[src/rtl/core/classful_subnet_address_classifier_core_macros.svh]
// Assertion macros for the classful subnet address classifier core.
`ifndef CLASSFUL_SUBNET_ADDRESS_CLASSIFIER_CORE_MACROS_SVH
`define CLASSFUL_SUBNET_ADDRESS_CLASSIFIER_CORE_MACROS_SVH
`ifndef ASSERT_OFF
`define ASSERT_IMP(label, clk, rst, pre, post) \
   label: assert property (@(posedge clk) disable iff (rst) (pre) |-> (post)) \
      else $error("same-cycle check failed");
`define ASSERT_NXT(label, clk, rst, pre, post) \
   label: assert property (@(posedge clk) disable iff (rst) (pre) |=> (post)) \
      else $error("next-cycle check failed");
`else
`define ASSERT_IMP(label, clk, rst, pre, post)
`define ASSERT_NXT(label, clk, rst, pre, post)
`endif
`endif

[src/rtl/core/cscc_pkg.sv]
// Shared types, codes and helpers of the classful subnet address classifier.
`timescale 1ns / 1ps
package cscc_pkg;

   typedef enum logic [1:0] {
      KIND_CLEAR  = 2'd0,
      KIND_APPEND = 2'd1,
      KIND_QUERY  = 2'd2
   } kind_type;

   typedef enum logic [1:0] {
      ROUTE_NETWORK = 2'd0,
      ROUTE_SUBNET  = 2'd1,
      ROUTE_HOST    = 2'd2
   } route_kind_type;

   localparam logic [31:0] CLASS_A_MASK = 32'hFF00_0000;
   localparam logic [31:0] CLASS_B_MASK = 32'hFFFF_0000;
   localparam logic [31:0] CLASS_C_MASK = 32'hFFFF_FF00;

   // Query context, broadcast to every cell while a lookup walks the chain.
   typedef struct packed {
      logic [31:0] addr;
      logic [31:0] cmask;
      logic [31:0] cnet;
      logic [31:0] chost;
      logic [31:0] host_bits;
      logic [31:0] peer;
      logic        internal;
   } query_ctx_type;

   // Running lookup result, handed from cell to cell.
   typedef struct packed {
      logic           valid;
      logic           got_net;
      logic           got_make;
      logic           got_kind;
      logic [31:0]    netnum;
      logic [31:0]    hostp;
      logic [31:0]    amask;
      logic [31:0]    hmask;
      route_kind_type kindv;
   } query_tok_type;

   function automatic logic [31:0] class_mask(input logic [31:0] a);
      logic [31:0] m;
      if (!a[31]) begin
         m = CLASS_A_MASK;
      end else if (!a[30]) begin
         m = CLASS_B_MASK;
      end else begin
         m = CLASS_C_MASK;
      end
      return m;
   endfunction

endpackage

[src/rtl/core/cscc_cell.sv]
// One table entry of the classifier chain: holds an entry and refines a passing lookup.
`timescale 1ns / 1ps
module cscc_cell (
   input  logic                    clock,
   input  logic                    reset,
   input  logic                    live,
   input  logic                    wr_en,
   input  logic [31:0]             wr_net,
   input  logic [31:0]             wr_netmask,
   input  logic [31:0]             wr_subnet,
   input  cscc_pkg::query_ctx_type ctx,
   input  cscc_pkg::query_tok_type up_tok,
   output cscc_pkg::query_tok_type dn_tok
);

   logic [31:0]             net_ff;
   logic [31:0]             netmask_ff;
   logic [31:0]             subnet_ff;
   cscc_pkg::query_tok_type tok_ff;
   cscc_pkg::query_tok_type tok_in;

   always_comb begin
      tok_in = up_tok;
      if (up_tok.valid && live) begin
         if (!up_tok.got_net && ((netmask_ff & ctx.cnet) == net_ff)) begin
            tok_in.got_net = 1'b1;
            tok_in.netnum  = ctx.addr & subnet_ff;
            tok_in.hostp   = ctx.chost & ~subnet_ff;
         end
         if ((netmask_ff & ctx.addr) == net_ff) begin
            // last match wins for the mask, first match for the host mask
            tok_in.amask = subnet_ff;
            if (!up_tok.got_make) begin
               tok_in.got_make = 1'b1;
               tok_in.hmask    = ~subnet_ff;
            end
         end
         if (!up_tok.got_kind && (ctx.cnet == net_ff)) begin
            tok_in.got_kind = 1'b1;
            if ((ctx.chost & ~subnet_ff) != 32'd0) begin
               tok_in.kindv = cscc_pkg::ROUTE_HOST;
            end else if (subnet_ff != netmask_ff) begin
               tok_in.kindv = cscc_pkg::ROUTE_SUBNET;
            end else begin
               tok_in.kindv = cscc_pkg::ROUTE_NETWORK;
            end
         end
      end
   end

   always_ff @(posedge clock) begin
      if (wr_en) begin
         net_ff     <= wr_net;
         netmask_ff <= wr_netmask;
         subnet_ff  <= wr_subnet;
      end
   end

   always_ff @(posedge clock) begin
      if (reset) begin
         tok_ff.valid <= 1'b0;
      end else begin
         tok_ff <= tok_in;
      end
   end

   assign dn_tok = tok_ff;

endmodule

[src/rtl/core/classful_subnet_address_classifier_core.sv]
// Classful subnet address classifier: an entry table held in a chain of cells.
// Clear, append and unused commands give their result word one cycle after start.
// A query takes TABLE_ENTRIES + 2 cycles: one to set up, one per cell as the lookup
// walks the chain, one to form the result; busy stays high until then.
// One command at a time; the result strobe lasts one cycle and cannot be stalled.
// Reset clears the entry count and all strobes; table contents are undefined.
`timescale 1ns / 1ps
`include "classful_subnet_address_classifier_core_macros.svh"
module classful_subnet_address_classifier_core #(
   parameter int TABLE_ENTRIES = 8
) (
   input  logic        clock,
   input  logic        reset,
   input  logic        start,
   output logic        busy,
   input  logic [1:0]  req_kind,
   input  logic [31:0] req_address,
   input  logic [31:0] req_host_bits,
   input  logic [31:0] req_peer_address,
   input  logic        req_route_internal,
   input  logic [31:0] req_entry_net,
   input  logic [31:0] req_entry_netmask,
   input  logic [31:0] req_entry_subnetmask,
   output logic        rsp_valid,
   output logic [31:0] rsp_network_number,
   output logic [31:0] rsp_host_part,
   output logic [31:0] rsp_address_mask,
   output logic [31:0] rsp_made_address,
   output logic [1:0]  rsp_route_kind,
   output logic        rsp_send_route,
   output logic        rsp_load_refused
);

   localparam int CNT_W = $clog2(TABLE_ENTRIES + 1);

   logic [CNT_W-1:0]        count_ff;
   logic [CNT_W-1:0]        count_in;
   cscc_pkg::query_ctx_type ctx_ff;
   cscc_pkg::query_ctx_type ctx_in;
   cscc_pkg::query_tok_type init_ff;
   cscc_pkg::query_tok_type init_in;
   cscc_pkg::query_tok_type tok [TABLE_ENTRIES+1];
   logic [TABLE_ENTRIES:0]  tok_vld;

   logic                    rsp_valid_ff, rsp_valid_in;
   logic [31:0]             rsp_net_ff, rsp_net_in;
   logic [31:0]             rsp_host_ff, rsp_host_in;
   logic [31:0]             rsp_mask_ff, rsp_mask_in;
   logic [31:0]             rsp_made_ff, rsp_made_in;
   logic [1:0]              rsp_kind_ff, rsp_kind_in;
   logic                    rsp_send_ff, rsp_send_in;
   logic                    rsp_refused_ff, rsp_refused_in;

   logic                    accept;
   logic                    full;
   logic                    append_ok;
   logic [31:0]             q_cmask;
   logic [31:0]             q_cnet;
   logic [31:0]             q_chost;
   logic                    same_net;
   logic                    has_host;
   cscc_pkg::query_tok_type last;

   assign busy      = |tok_vld;
   assign accept    = start && !busy;
   assign full      = (count_ff == CNT_W'(TABLE_ENTRIES));
   assign append_ok = accept && (req_kind == cscc_pkg::KIND_APPEND) && !full;

   assign q_cmask = cscc_pkg::class_mask(req_address);
   assign q_cnet  = req_address & q_cmask;
   assign q_chost = req_address & ~q_cmask;

   assign tok[0] = init_ff;
   assign last   = tok[TABLE_ENTRIES];

   genvar gi;
   generate
      for (gi = 0; gi <= TABLE_ENTRIES; gi++) begin : g_vld
         assign tok_vld[gi] = tok[gi].valid;
      end
      for (gi = 0; gi < TABLE_ENTRIES; gi++) begin : g_cell
         cscc_cell u_cell (
            .clock      (clock),
            .reset      (reset),
            .live       (CNT_W'(gi) < count_ff),
            .wr_en      (append_ok && (count_ff == CNT_W'(gi))),
            .wr_net     (req_entry_net),
            .wr_netmask (req_entry_netmask),
            .wr_subnet  (req_entry_subnetmask),
            .ctx        (ctx_ff),
            .up_tok     (tok[gi]),
            .dn_tok     (tok[gi+1])
         );
      end
   endgenerate

   assign same_net = (ctx_ff.cnet == (ctx_ff.peer & ctx_ff.cmask));
   assign has_host = (ctx_ff.chost != 32'd0);

   always_comb begin
      count_in       = count_ff;
      ctx_in         = ctx_ff;
      init_in        = init_ff;
      init_in.valid  = 1'b0;
      rsp_valid_in   = 1'b0;
      rsp_net_in     = 32'd0;
      rsp_host_in    = 32'd0;
      rsp_mask_in    = 32'd0;
      rsp_made_in    = 32'd0;
      rsp_kind_in    = 2'd0;
      rsp_send_in    = 1'b0;
      rsp_refused_in = 1'b0;

      if (accept) begin
         unique case (cscc_pkg::kind_type'(req_kind))
            cscc_pkg::KIND_CLEAR: begin
               count_in     = '0;
               rsp_valid_in = 1'b1;
            end
            cscc_pkg::KIND_APPEND: begin
               rsp_valid_in = 1'b1;
               if (full) begin
                  rsp_refused_in = 1'b1;
               end else begin
                  count_in = count_ff + CNT_W'(1);
               end
            end
            cscc_pkg::KIND_QUERY: begin
               ctx_in.addr      = req_address;
               ctx_in.cmask     = q_cmask;
               ctx_in.cnet      = q_cnet;
               ctx_in.chost     = q_chost;
               ctx_in.host_bits = req_host_bits;
               ctx_in.peer      = req_peer_address;
               ctx_in.internal  = req_route_internal;
               init_in.valid    = 1'b1;
               init_in.got_net  = 1'b0;
               init_in.got_make = 1'b0;
               init_in.got_kind = 1'b0;
               init_in.netnum   = q_cnet;
               init_in.hostp    = q_chost;
               init_in.amask    = (req_address == 32'd0) ? 32'd0 : q_cmask;
               init_in.hmask    = ~q_cmask;
               init_in.kindv    = (q_chost == 32'd0) ? cscc_pkg::ROUTE_NETWORK
                                                     : cscc_pkg::ROUTE_HOST;
            end
            default: begin
               // unused code: zero word, no state change
               rsp_valid_in = 1'b1;
            end
         endcase
      end

      if (last.valid) begin
         rsp_valid_in = 1'b1;
         rsp_net_in   = last.netnum;
         rsp_host_in  = last.hostp;
         rsp_mask_in  = last.amask;
         rsp_made_in  = ctx_ff.addr | (ctx_ff.host_bits & last.hmask);
         rsp_kind_in  = last.kindv;
         rsp_send_in  = same_net ? (has_host || !ctx_ff.internal)
                                 : (!has_host && ctx_ff.internal);
      end
   end

   always_ff @(posedge clock) begin
      if (reset) begin
         count_ff      <= '0;
         init_ff.valid <= 1'b0;
         rsp_valid_ff  <= 1'b0;
      end else begin
         count_ff     <= count_in;
         init_ff      <= init_in;
         rsp_valid_ff <= rsp_valid_in;
      end
   end

   always_ff @(posedge clock) begin
      ctx_ff         <= ctx_in;
      rsp_net_ff     <= rsp_net_in;
      rsp_host_ff    <= rsp_host_in;
      rsp_mask_ff    <= rsp_mask_in;
      rsp_made_ff    <= rsp_made_in;
      rsp_kind_ff    <= rsp_kind_in;
      rsp_send_ff    <= rsp_send_in;
      rsp_refused_ff <= rsp_refused_in;
   end

   assign rsp_valid          = rsp_valid_ff;
   assign rsp_network_number = rsp_net_ff;
   assign rsp_host_part      = rsp_host_ff;
   assign rsp_address_mask   = rsp_mask_ff;
   assign rsp_made_address   = rsp_made_ff;
   assign rsp_route_kind     = rsp_kind_ff;
   assign rsp_send_route     = rsp_send_ff;
   assign rsp_load_refused   = rsp_refused_ff;

   `ASSERT_NXT(a_query_holds_busy, clock, reset, accept && (req_kind == cscc_pkg::KIND_QUERY), busy)
   `ASSERT_IMP(a_single_lookup, clock, reset, 1'b1, $onehot0(tok_vld))
   `ASSERT_IMP(a_count_bound, clock, reset, 1'b1, count_ff <= CNT_W'(TABLE_ENTRIES))
   `ASSERT_IMP(a_idle_on_result, clock, reset, rsp_valid, !busy)

endmodule

[config.mk]
export PLATFORM = sky130hd
export DESIGN_NAME = classful_subnet_address_classifier_core
export DESIGN_NICKNAME = d
export VERILOG_FILES = /design/src/rtl/core/cscc_pkg.sv /design/src/rtl/core/cscc_cell.sv /design/src/rtl/core/classful_subnet_address_classifier_core.sv
export VERILOG_INCLUDE_DIRS = /design/src /design/src/rtl/core
export SDC_FILE = /design/constraint.sdc
export NUM_CORES = 2
export LEC_CHECK = 0
export BUFFER_PORTS_ARGS = -buffer_cell sky130_fd_sc_hd__buf_2
export CELL_PAD_IN_SITES_DETAIL_PLACEMENT = 2
export CELL_PAD_IN_SITES_GLOBAL_PLACEMENT = 2
export CORE_ASPECT_RATIO = 1.5
export CORE_MARGIN = 2
export CORE_UTILIZATION = 45
export DETAILED_ROUTE_END_ITERATION = 8
export PLACE_DENSITY = 0.8
export SLEW_MARGIN = 20
export SYNTH_ARGS = -nofsm -noshare
export SYNTH_HDL_FRONTEND = slang
export SYNTH_SLANG_ARGS = --single-unit
[constraint.sdc]
create_clock -name clock -period 33.6 [get_ports clock]
set_clock_uncertainty 0.2 [all_clocks]
set_input_delay 5.04 -clock clock [delete_from_list [all_inputs] [get_ports clock]]
set_output_delay 5.04 -clock clock [all_outputs]
set_load 0.005 [all_outputs]
==> results.toml <==
[die]
initial_utilization = 0.452
die_area_mm2 = 0.204
fp.dieW_um = 370
die_h_um = 552
ios = 332
rows = 201
placeableCoreArea_mm2 = 0.200

[min_path]
hold_depth = 1
hold_class = "register to register"

[routing]
wl_per_cell_um = 45.4
dr.pass1.iters = 6
drt-total-wl_mm = 433
drtIter0Drc = 7966
routed_via_density = 6.27
vias = 59800
drt.antenna.violating_nets = 0
drc_errors = 0

[pwr]
clock_power_share = 0.423
comb_power_share = 0.040
peakVddDrop_mv = 0.0512
seqPwrFrac = 0.537
swShare = 0.227
p_per_area_mw_per_mm2 = 53.8
p_int_mw = 4.24
p_sw_mw = 1.25
total_leakage_power_nw = 40.2

[layout]
area_growth_pct = 13.0
nets = 6903
mostFrequentLayoutCells = "edfxtp_1 (1941), inv_1 (565), nand2_1 (529)"
final_cells = 9532
final_common_cell = "edfxtp_1"
drive_gt1_frac = 0.183

[placement]
gp_congestion = 1.05
dp_cells = 9128
io_buffers = 315
dp_hpwl_mm = 314

[cts]
clk_latency_ps = 920
cts_buffer_depth = 4
cts_inserted_buffers = 206
h-tree-depth = 4
clockRootBuffer = "clkbuf_16"
clk_pin_slew_ps = 60
clock_sinks = 2079
cts_tree = "done"
cts-hold-fix-buffers = 0
cts_setup_buffers = 0
cts_resized = 0

[setup_path]
crit_type = "primary input to register"
cp-end-kind = "register"
cp.required_ps = 33910
path_cells = "buf_2, inv_8, buf_4, buf_4, buf_4, buf_12, buf_6"
path_delay_family = "buffers and inverters"
worst_path_most_repeated_cell = "buf_4"
arrival_ps = 10340
cp_num_buf_inv = 7
path_depth = 7
max_stage_delay_ps = 890
worstRegToRegCells = 8
crit_slowest_cell = "buf_4"
path_max_fanout = 167
start_kind = "primary input"

[sta]
finalCritPeriodShare = 0.298
rsz0062_at_grt = "false"
setup_tns_ps = 0
timing.fmax_ghz = 0.0998
drv_slew = 0
worstMarginPinSlew_ps = 1400
fin_crit_ps = 10020
finalHoldViolCount = 0
setup_viol = 0
max-slew-margin-rel = 0.0646

[status]
status = "completed"

[synth]
async_flop_share = 0
synth_seq_area_share = 0.676
synth_cells = 6257
ys.flop_type = "edfxtp_1"
syn_area_per_cell_um2 = 14.4
synth_edf_count = 1941
ys_ff_latch = 2079
yosys_warnings = 0
synthesis.area_mm2 = 0.0902
ys_types = 74

[grt]
grt_antenna_before_repair = 62
grt_start_max_net_pins = 168
met1_usage = 0.453
met3_usage = 0.0886
grtUsageTotal = 0.422
grt_pass1_wl_mm = 569
use_met2 = 0.681
grt.busiest_layer = "met2"
grt-ovfl-total = 0
grt_pass1_vias = 62600

[job]
maxCapViolations = 0
-- Yosys cell counts (17+ instances only) --
library cell,n,share of area
edfxtp_1,1941,0.65
inv_1,566,0.024
nand2_1,532,0.022
mux2i_1,488,0.054
mux2_2,407,0.051
xnor2_1,361,0.035
xor2_1,303,0.029
nor2b_1,286,0.020
dfxtp_1,138,0.031
nand4_1,137,0.0095
nor4_1,129,0.0089
and2_1,119,0.0082
buf_2,107,0.0059
a21oi_1,89,0.0049
clkbuf_1,89,0.0037
and3_1,69,0.0048
nand3_1,47,0.0026
mux2_4,37,0.0062
nor3_1,34,0.0019
nand2b_1,31,0.0021
nor2_1,30,0.0012
o22ai_1,27,0.0019
a22oi_1,24,0.0020
or4_1,19,0.0016
nand3b_1,18,0.0015
o21ai_0,17,0.00094
-- sequential cells by signal, summed over array words and instances (netlist names), 2 cells and up --
register / count
rsp_network_number: 32
rsp_host_part: 24
ctx_ff: 122
init_ff: 55
g_cell.u_cell.netmask_ff: 256
rsp_route_kind: 2
g_cell.u_cell.dn_tok: 1005
g_cell.u_cell.net_ff: 256
count_ff: 4
rsp_address_mask: 32
rsp_made_address: 32
g_cell.u_cell.subnet_ff: 256
-- path summary, 6_finish.rpt --
kind                                         start                                        end  slack (ps)
min reg2reg  g_cell[7].u_cell.dn_tok[76]$_DFFE_PN_               rsp_host_part[10]$_SDFF_PN0_         250
min          g_cell[7].u_cell.dn_tok[76]$_DFFE_PN_               rsp_host_part[10]$_SDFF_PN0_         250
max                                          reset  g_cell[0].u_cell.dn_tok[37]$_SDFFCE_PN0N_       23580
max reg2reg                  ctx_ff[166]$_DFFE_PP_      g_cell[0].u_cell.dn_tok[10]$_DFFE_PN_       28240
-- layer usage --
layer | vias to the layer above | share of wire
met3 | 1399 | 0.077
met5 | - | 0.00042
met1 | 31200 | 0.33
met4 | 30 | 0.12
li1 | 23400 | -
met2 | 3696 | 0.47
-- area by class of cell --
type,instances,area (um^2)
Antenna cell,31,77.6
Clock buffer,265,5570
Clock inverter,103,876
Fill cell,18600,97700
Inverter,566,2130
Multi-Input combinational cell,3387,26200
Sequential cell,2079,61100
Tap cell,2639,3300
Timing Repair Buffer,462,2770
-- stage by stage --
| stage | total power, mW | utilization | hold slack, ps | setup WS [ps] | instance area [um^2] |
|---|---|---|---|---|---|
| global route | 5.59 | 0.511 | 265 | 23300 | 102000 |
| global placement | 3.19 | 0.477 | 233 | 22680 | 95300 |
| floorplan | 3.13 | - | 226 | 7740 | 90300 |
| finish | 5.49 | 0.511 | 252 | 23580 | 102000 |
| detailed placement | 3.21 | 0.477 | 238 | 22470 | 95300 |
| CTS | 5.50 | 0.510 | 253 | 23380 | 102000 |
-- power groups by stage --
| stage | registers (mW) | logic (mW) | clock network, mW |
|---|---|---|---|
| floorplan | 3.03 | 0.0997 | 0 |
| global placement | 2.99 | 0.194 | 0 |
| detailed placement | 3.00 | 0.209 | 0 |
| CTS | 2.95 | 0.213 | 2.34 |
| global route | 2.95 | 0.223 | 2.41 |
| finish | 2.95 | 0.219 | 2.32 |
-- cells by family after synthesis --
logic type	count (synthesis)	share of synthesized area
and+or+nand+nor	1497	0.0892
xor gates and xnor gates	664	0.0644
muxes	943	0.112
adders and majority gates	3	0.000416
AOI/OAI and AO/OA	272	0.0210
DFF	2079	0.676
other	1	0.0000416
buffers and inverters	798	0.0360
Note: power is estimated with default switching activity, not from simulation.
